File: src/design/lbpc_pkg.sv
// Shared types and constants for the LED blink / PWM controller.
// Event codes, duty limits and the fixed-point reciprocal used for the /100 scale.
// No dependencies.
`timescale 1ns / 1ps

package lbpc_pkg;

  localparam int unsigned FUNC_W  = 3;
  localparam int unsigned COUNT_W = 8;
  localparam int unsigned MS_W    = 16;
  localparam int unsigned PCT_W   = 7;

  typedef enum logic [FUNC_W-1:0] {
    FUNC_TICK      = 3'd0,
    FUNC_BLINK     = 3'd1,
    FUNC_FLASH_ON  = 3'd2,
    FUNC_FLASH_OFF = 3'd3,
    FUNC_SET_FLASH = 3'd4,
    FUNC_SET_LED   = 3'd5,
    FUNC_HOLD      = 3'd6
  } lbpc_func_e;

  localparam logic [PCT_W-1:0] PCT_MAX        = 7'd99;
  localparam logic [PCT_W-1:0] PCT_FULL       = 7'd100;
  localparam logic [PCT_W-1:0] MIN_DUTY_RESET = 7'd10;

  localparam logic [COUNT_W-1:0] LED_BLINK_COUNT = 8'd1;
  localparam logic [MS_W-1:0]    LED_BLINK_MS    = 16'd2000;
  localparam logic [MS_W-1:0]    MS_ONE          = 16'd1;

  // floor(x / 100) == (x * ceil(2^30 / 100)) >> 30 for every x below 2^23
  localparam int unsigned       SCALE_SHIFT = 30;
  localparam longint unsigned   DUTY_RECIP  = ((64'd1 << SCALE_SHIFT) + 64'd99) / 64'd100;
  localparam int unsigned       RECIP_W     = 24;

endpackage

File: src/design/led_blink_pwm_controller.sv
// LED blink / PWM controller: one event in, one status result out per transfer.
// Latency: the result is valid the cycle after the input transfer (state and
// result registers update on the same edge). Throughput: one event per cycle,
// set by the single register stage; input stalls only while a result waits.
// Reset: light mode, unlit, timer stopped, compare 0, paused, min duty 10.
// Depends on lbpc_pkg and lbpc_duty_scale.
`timescale 1ns / 1ps

module led_blink_pwm_controller #(
  parameter int unsigned PWM_BITS = 10
) (
  input  logic                           clk_i,
  input  logic                           rst_ni,

  input  logic                           cfg_we_i,
  input  logic [lbpc_pkg::PCT_W-1:0]     cfg_wdata_i,

  input  logic                           in_valid_i,
  output logic                           in_ready_o,
  input  logic [lbpc_pkg::FUNC_W-1:0]    func_i,
  input  logic [lbpc_pkg::COUNT_W-1:0]   blink_count_i,
  input  logic [lbpc_pkg::MS_W-1:0]      interval_i,
  input  logic [lbpc_pkg::PCT_W-1:0]     duty_i,

  output logic                           out_valid_o,
  input  logic                           out_ready_i,
  output logic [PWM_BITS-1:0]            pwm_compare_o,
  output logic                           led_lit_o,
  output logic                           timer_running_o,
  output logic                           flash_mode_o
);

  logic in_fire;

  logic [lbpc_pkg::PCT_W-1:0]   min_duty_q;
  logic                         out_valid_q;

  logic                         mode_flash_q, mode_flash_d;
  logic                         lit_q, lit_d;
  logic [lbpc_pkg::COUNT_W-1:0] blinks_left_q, blinks_left_d;
  logic                         hold_q, hold_d;
  logic                         needs_update_q, needs_update_d;
  logic                         timer_on_q, timer_on_d;
  logic [lbpc_pkg::MS_W-1:0]    period_ms_q, period_ms_d;
  logic [lbpc_pkg::MS_W-1:0]    ms_count_q, ms_count_d;
  logic [lbpc_pkg::PCT_W-1:0]   flash_pct_q, flash_pct_d;
  logic [lbpc_pkg::PCT_W-1:0]   light_pct_q, light_pct_d;
  logic                         paused_q, paused_d;
  logic [PWM_BITS-1:0]          compare_q, compare_d;

  logic [lbpc_pkg::PCT_W-1:0]   ev_pct;
  logic [lbpc_pkg::PCT_W-1:0]   poll_pct;
  logic [PWM_BITS-1:0]          ev_val;
  logic [PWM_BITS-1:0]          poll_val;
  logic [lbpc_pkg::MS_W-1:0]    ms_next;

  assign in_ready_o = !out_valid_q || out_ready_i;
  assign in_fire    = in_valid_i && in_ready_o;

  // flash duty as seen by the event, light duty as seen by the poll
  assign ev_pct   = (func_i == lbpc_pkg::FUNC_SET_FLASH) ? duty_i : flash_pct_q;
  assign poll_pct = (func_i == lbpc_pkg::FUNC_SET_LED)   ? duty_i : light_pct_q;
  assign ms_next  = ms_count_q + lbpc_pkg::MS_ONE;

  lbpc_duty_scale #(
    .PWM_BITS (PWM_BITS)
  ) u_ev_scale (
    .pct_i      (ev_pct),
    .min_duty_i (min_duty_q),
    .compare_o  (ev_val)
  );

  lbpc_duty_scale #(
    .PWM_BITS (PWM_BITS)
  ) u_poll_scale (
    .pct_i      (poll_pct),
    .min_duty_i (min_duty_q),
    .compare_o  (poll_val)
  );

  always_comb begin
    mode_flash_d   = mode_flash_q;
    lit_d          = lit_q;
    blinks_left_d  = blinks_left_q;
    hold_d         = hold_q;
    needs_update_d = needs_update_q;
    timer_on_d     = timer_on_q;
    period_ms_d    = period_ms_q;
    ms_count_d     = ms_count_q;
    flash_pct_d    = flash_pct_q;
    light_pct_d    = light_pct_q;
    paused_d       = paused_q;
    compare_d      = compare_q;

    case (func_i)
      lbpc_pkg::FUNC_TICK: begin
        if (timer_on_q) begin
          if (ms_next >= period_ms_q) begin
            ms_count_d = '0;
            if ((blinks_left_q != '0) && !lit_q) begin
              lit_d          = 1'b1;
              needs_update_d = 1'b1;
            end else if (lit_q) begin
              if (blinks_left_q != '0) begin
                blinks_left_d = blinks_left_q - 1'b1;
              end
              lit_d = 1'b0;
            end
          end else begin
            ms_count_d = ms_next;
          end
        end
      end
      lbpc_pkg::FUNC_BLINK: begin
        lit_d          = 1'b1;
        blinks_left_d  = blink_count_i;
        period_ms_d    = (interval_i == '0) ? lbpc_pkg::MS_ONE : interval_i;
        ms_count_d     = '0;
        timer_on_d     = 1'b1;
        needs_update_d = 1'b1;
      end
      lbpc_pkg::FUNC_FLASH_ON: begin
        mode_flash_d = 1'b1;
        compare_d    = ev_val;
        paused_d     = (ev_val == '0);
      end
      lbpc_pkg::FUNC_FLASH_OFF: begin
        if (mode_flash_q) begin
          mode_flash_d = 1'b0;
          // an off request while paused leaves the compare value alone
          if (!paused_q) begin
            compare_d = '0;
            paused_d  = 1'b1;
          end
          needs_update_d = 1'b1;
        end
      end
      lbpc_pkg::FUNC_SET_FLASH: begin
        flash_pct_d = duty_i;
        if (mode_flash_q) begin
          compare_d = ev_val;
          paused_d  = (ev_val == '0);
        end
      end
      lbpc_pkg::FUNC_SET_LED: begin
        flash_pct_d    = duty_i;
        light_pct_d    = duty_i;
        lit_d          = 1'b1;
        blinks_left_d  = lbpc_pkg::LED_BLINK_COUNT;
        period_ms_d    = lbpc_pkg::LED_BLINK_MS;
        ms_count_d     = '0;
        timer_on_d     = 1'b1;
        needs_update_d = 1'b1;
      end
      lbpc_pkg::FUNC_HOLD: begin
        hold_d = (blink_count_i != '0);
      end
      default: begin
      end
    endcase

    // poll: runs after every event
    if (timer_on_d && (blinks_left_d == '0)) begin
      timer_on_d = 1'b0;
    end
    if (!mode_flash_d) begin
      if (lit_d || hold_d) begin
        if (needs_update_d) begin
          compare_d      = poll_val;
          paused_d       = (poll_val == '0);
          needs_update_d = 1'b0;
        end
      end else begin
        if (!paused_d) begin
          compare_d = '0;
          paused_d  = 1'b1;
        end
        light_pct_d = min_duty_q;
      end
    end
  end

  always_ff @(posedge clk_i or negedge rst_ni) begin
    if (!rst_ni) begin
      min_duty_q <= lbpc_pkg::MIN_DUTY_RESET;
    end else if (cfg_we_i) begin
      min_duty_q <= cfg_wdata_i;
    end
  end

  always_ff @(posedge clk_i or negedge rst_ni) begin
    if (!rst_ni) begin
      out_valid_q    <= 1'b0;
      mode_flash_q   <= 1'b0;
      lit_q          <= 1'b0;
      blinks_left_q  <= '0;
      hold_q         <= 1'b0;
      needs_update_q <= 1'b0;
      timer_on_q     <= 1'b0;
      period_ms_q    <= lbpc_pkg::MS_ONE;
      ms_count_q     <= '0;
      flash_pct_q    <= '0;
      light_pct_q    <= lbpc_pkg::MIN_DUTY_RESET;
      paused_q       <= 1'b1;
      compare_q      <= '0;
    end else begin
      if (in_fire) begin
        out_valid_q    <= 1'b1;
        mode_flash_q   <= mode_flash_d;
        lit_q          <= lit_d;
        blinks_left_q  <= blinks_left_d;
        hold_q         <= hold_d;
        needs_update_q <= needs_update_d;
        timer_on_q     <= timer_on_d;
        period_ms_q    <= period_ms_d;
        ms_count_q     <= ms_count_d;
        flash_pct_q    <= flash_pct_d;
        light_pct_q    <= light_pct_d;
        paused_q       <= paused_d;
        compare_q      <= compare_d;
      end else if (out_ready_i) begin
        // drop the result once transferred
        out_valid_q <= 1'b0;
      end
    end
  end

  // state only moves on an input transfer, so it doubles as the result register
  assign out_valid_o     = out_valid_q;
  assign pwm_compare_o   = compare_q;
  assign led_lit_o       = lit_q;
  assign timer_running_o = timer_on_q;
  assign flash_mode_o    = mode_flash_q;

  a_paused_tracks_compare : assert property (@(posedge clk_i) disable iff (!rst_ni)
    paused_q == (compare_q == '0))
    else $error("paused flag out of step with compare value");

  a_timer_needs_blinks : assert property (@(posedge clk_i) disable iff (!rst_ni)
    timer_on_q |-> (blinks_left_q != '0))
    else $error("blink timer running with no blinks left");

  a_result_follows_transfer : assert property (@(posedge clk_i) disable iff (!rst_ni)
    in_fire |=> out_valid_o)
    else $error("input transfer produced no result");

endmodule

File: src/design/lbpc_duty_scale.sv
// Duty percent to PWM compare value: zero stays zero, else clamp to [min_duty, 99],
// then scale by (2^PWM_BITS - 1) / 100 with truncation. Purely combinational.
// Depends on lbpc_pkg.
`timescale 1ns / 1ps

module lbpc_duty_scale #(
  parameter int unsigned PWM_BITS = 10
) (
  input  logic [lbpc_pkg::PCT_W-1:0] pct_i,
  input  logic [lbpc_pkg::PCT_W-1:0] min_duty_i,
  output logic [PWM_BITS-1:0]        compare_o
);

  localparam longint unsigned FULL    = (64'd1 << PWM_BITS) - 64'd1;
  localparam int unsigned     SCALE_W = PWM_BITS + lbpc_pkg::RECIP_W;
  localparam int unsigned     PROD_W  = SCALE_W + lbpc_pkg::PCT_W;
  // full-scale and 1/100 folded into one constant, so one multiply remains
  localparam logic [SCALE_W-1:0] SCALE = SCALE_W'(FULL * lbpc_pkg::DUTY_RECIP);

  logic [lbpc_pkg::PCT_W-1:0] lo;
  logic [lbpc_pkg::PCT_W-1:0] pct_c;
  logic [PROD_W-1:0]          prod;

  always_comb begin
    lo = (min_duty_i > lbpc_pkg::PCT_MAX) ? lbpc_pkg::PCT_MAX : min_duty_i;
    if ((pct_i != '0) && (pct_i < lo)) begin
      pct_c = lo;
    end else if (pct_i >= lbpc_pkg::PCT_FULL) begin
      pct_c = lbpc_pkg::PCT_MAX;
    end else begin
      pct_c = pct_i;
    end
  end

  assign prod      = PROD_W'(SCALE) * PROD_W'(pct_c);
  assign compare_o = prod[lbpc_pkg::SCALE_SHIFT +: PWM_BITS];

endmodule
File: config.mk
export PLATFORM = sky130hd
export DESIGN_NAME = led_blink_pwm_controller
export DESIGN_NICKNAME = d
export VERILOG_FILES = /design/src/design/lbpc_pkg.sv /design/src/design/led_blink_pwm_controller.sv /design/src/design/lbpc_duty_scale.sv
export SDC_FILE = /design/constraint.sdc
export NUM_CORES = 1
export LEC_CHECK = 0
export BUFFER_PORTS_ARGS = -buffer_cell sky130_fd_sc_hd__buf_4
export CAP_MARGIN = 20
export CORE_ASPECT_RATIO = 1.5
export CORE_MARGIN = 4
export CORE_UTILIZATION = 25
export DETAILED_ROUTE_END_ITERATION = 6
export GPL_TIMING_DRIVEN = 0
export PLACE_DENSITY = 0.51
export SLEW_MARGIN = 15
export SYNTH_ARGS = -nofsm -noshare
export SYNTH_HDL_FRONTEND = slang
export SYNTH_SLANG_ARGS = --single-unit
File: constraint.sdc
create_clock -name clk_i -period 6.9 [get_ports clk_i]
set_clock_uncertainty 0.15 [all_clocks]
set_input_delay 0 -clock clk_i [delete_from_list [all_inputs] [get_ports clk_i]]
set_output_delay 0 -clock clk_i [all_outputs]
set_load 0.03 [all_outputs]
==> metrics.yaml <==
status:
  outcome: "finished with violations"
  violations: "negative setup slack"
synthesis:
  ys_types: 83
  synth.net_count: 1823
  ys.flop_type: "dfrtp_1"
  syn_area_um2: 12460
  synthCells: 1479
  ys_seq_area_frac: 0.1572
  syn_avg_cell_area_um2: 8.425
  ys_ff_latch: 78
  yosys_warnings: 0
  async_reset_ff_frac: 1.000
  synth_edf_count: 0
routing:
  routed_via_density: 4.933
  drt_wl_total_um: 41420
  drc: 0
  drt-wirelength-per-cell_um: 17.64
  drt_iter0_markers: 386
  dr.pass1.iters: 5
  vias: 11580
  ant_nets: 0
timing:
  final.min_clock_period_ns: 7.128
  fin_ws_ns: -0.2280
  maxSlewViolCount: 0
  rsz0062_at_grt: "true"
  tightestPinTransition_ns: 0.8971
  hold_ws_ns: 0.05819
  hold_violations: 0
  fin_crit_sh: 1.033
  slew_headroom: 0.4019
  max_freq_mhz: 140.3
  setup_violations: 11
placement:
  placedCellCount: 2193
  dp_hpwl_um: 32760
  gp_congestion: 0.9388
  port_buffers: 58
setup_path:
  critical_path_required_ns: 7.00
  critPathLaunchType: "flop"
  setup.worst_path.end_class: "flop"
  r2r_slack_ns: -0.23
  path_class: "flop to flop"
  worst_ep_arrival_time_ns: 7.22
  crit_top_cell: "inv_2"
  cp_slowest_cell: "fa_2"
  cpPeakStageDelay_ns: 0.59
  worstPathMaxFanout: 4
grt:
  grt_pass1_wl_um: 65360
  grt_pass1_vias: 12450
  grt_usage: 0.1533
  antenna_found_initial: 1
  grt_overflow: 0
  grt_start_max_net_pins: 79
floorplanning:
  initial_core_util: 0.2547
  die-area_um2: 53550
  rows: 99
  core_um2: 48930
  die_w_um: 190.3
  dieHeight_um: 281.4
  ios: 61
clock_tree:
  clock-root-buffer: "clkbuf_16"
  cts_max_level: 3
  clock_latency_ns: 0.36
  clock_sinks: 78
  cts_made_buffers: 9
  path_clk_slew_ns: 0.07
  cts_tree: "done"
  cts_buffer_depth: 2
job:
  cap_violations: 0
worst_hold_path:
  hp-class: "input port to flop"
final_layout:
  drive_gt1_frac: 0.2247
  ff_latch_area_um2: 1962
  multi_input_area_um2: 10680
  fin_cells: 2348
  nNetsFinal: 2030
  syn_to_final_growth_pct: 32.16
  fillers: 5079
-- placed cells by master (no fill, tap or decap), types with 7 or more instances in the layout --
master,Yosys,layout
nand2_1,124,121
and2_1,7,7
a22o_1,10,10
clkbuf_16,0,9
nand3_1,30,26
nor2b_1,7,7
xnor2_1,23,17
o21ai_0,90,80
fa_1,77,71
a21oi_2,0,17
buf_4,0,131
nor3_1,30,27
dlygate4sd3_1,0,51
nand4_1,24,24
o21a_1,14,10
o21ai_1,3,8
a21oi_1,95,76
or3_1,11,9
and3_1,20,18
nor4_1,15,12
ha_4,0,24
or2_2,11,8
ha_1,221,193
xor2_1,19,18
inv_2,0,11
inv_1,208,192
buf_6,1,16
nor2_1,72,65
clkbuf_1,38,32
o211ai_1,13,13
dfrtp_1,72,70
nand2b_1,23,23
a21o_1,31,31
mux2_2,18,17
-- cell families (layout without fill, tap and decap cells) --
group,Yosys count,after routing,synth area share
and+or+nand+nor,410,410,0.1680
muxes,33,33,0.02942
adders and majority gates,298,298,0.3456
AOI/OAI and AO/OA,367,367,0.1936
DFF,78,78,0.1572
buffers and inverters,251,463,0.07661
xor gates and xnor gates,42,42,0.02952
other,0,1,0
-- worst max-delay path: cells and delay by family, from the launching register on --
family,cells,cell delay [ns]
buffers and inverters,8,0.77
AOI/OAI and AO/OA,14,2.71
adders and majority gates,6,2.57
DFF,1,0.46
and+or+nand+nor,3,0.34
-- Yosys cell counts, types with 12 or more instances --
master / n / area share
o21ai_0: 90 / 0.036
nor4_1: 15 / 0.0075
xnor2_1: 23 / 0.016
xor2_1: 19 / 0.013
inv_1: 208 / 0.063
and3_1: 20 / 0.010
fa_1: 77 / 0.12
nand4_1: 24 / 0.012
a21o_1: 31 / 0.019
o21a_1: 14 / 0.0084
a21oi_1: 95 / 0.038
o211ai_1: 13 / 0.0078
nand3_1: 30 / 0.012
dfrtp_1: 72 / 0.14
nor2_1: 72 / 0.022
nor3_1: 30 / 0.012
mux2_2: 18 / 0.016
ha_1: 221 / 0.22
mux2i_1: 12 / 0.0096
a211oi_1: 12 / 0.0072
nand2b_1: 23 / 0.012
clkbuf_1: 38 / 0.011
nand2_1: 124 / 0.037
-- final timing paths --
check | startpoint | endpoint | cells after the start
worst max-delay path | min_duty_q[6] | pwm_compare_o[9] | 31
worst min-delay path | duty_i[6] | light_pct_q[6] | 4
worst max register to register | min_duty_q[6] | pwm_compare_o[9] | 31
worst min register to register | hold_q | hold_q | 2
max in group asynchronous | rst_ni | min_duty_q[5] | 2
min in group asynchronous | rst_ni | period_ms_q[13] | 2
-- stage by stage --
| stage | util | worst slack (ns) | area [um^2] | TNS [ns] |
|---|---|---|---|---|
| 6_report | 0.3366 | -0.2280 | 16470 | -1.383 |
| 4_1_cts | 0.3258 | -0.1852 | 15940 | -0.6692 |
| 2_1_floorplan | - | -0.004686 | 12640 | -0.004686 |
| 3_3_place_gp | 0.2841 | -1.727 | 13900 | -16.14 |
| 3_5_place_dp | 0.2841 | -1.714 | 13900 | -16.01 |
| 5_1_grt | 0.3366 | -0.4882 | 16470 | -3.977 |
-- final cells by class --
| class | count | area share |
|---|---|---|
| Tap cell | 656 | 0.04984 |
| Inverter | 208 | 0.04817 |
| Buffer | 40 | 0.01178 |
| Multi-Input combinational cell | 1150 | 0.6483 |
| Sequential cell | 78 | 0.1191 |
| Clock buffer | 9 | 0.01368 |
| Clock inverter | 7 | 0.003495 |
| Antenna cell | 1 | 0.0001520 |
| Timing Repair Buffer | 199 | 0.1055 |
-- per-layer routing --
metal	up-vias	GRT usage	wire (um)
met1	5643	0.1513	14960
li1	5662	-	-
met4	0	0.08108	2287
met3	90	0.01722	916
met2	187	0.3077	23260
met5	-	0	0
-- sequential cells by signal, indices dropped and copies added, names as in the netlist --
name / count
ms_count_q: 16
period_ms_q: 16
pwm_compare_o: 10
blinks_left_q: 8
flash_pct_q: 7
light_pct_q: 7
min_duty_q: 7
flash_mode_o: 1
hold_q: 1
led_lit_o: 1
needs_update_q: 1
out_valid_o: 1
paused_q: 1
timer_running_o: 1
-- repair_timing --
action                                  CTS  global route
buffers inserted                         65            25
gates resized for setup                 130            67
hold endpoints to repair                114             0
hold buffers                             51             0
endpoints found under the setup margin   11            11
cloned                                    1             0
pin swaps                                85            84
Power is left out: the tool's default activity adds up to more than one toggle a clock period on the data nets, which glitch-free logic cannot reach.
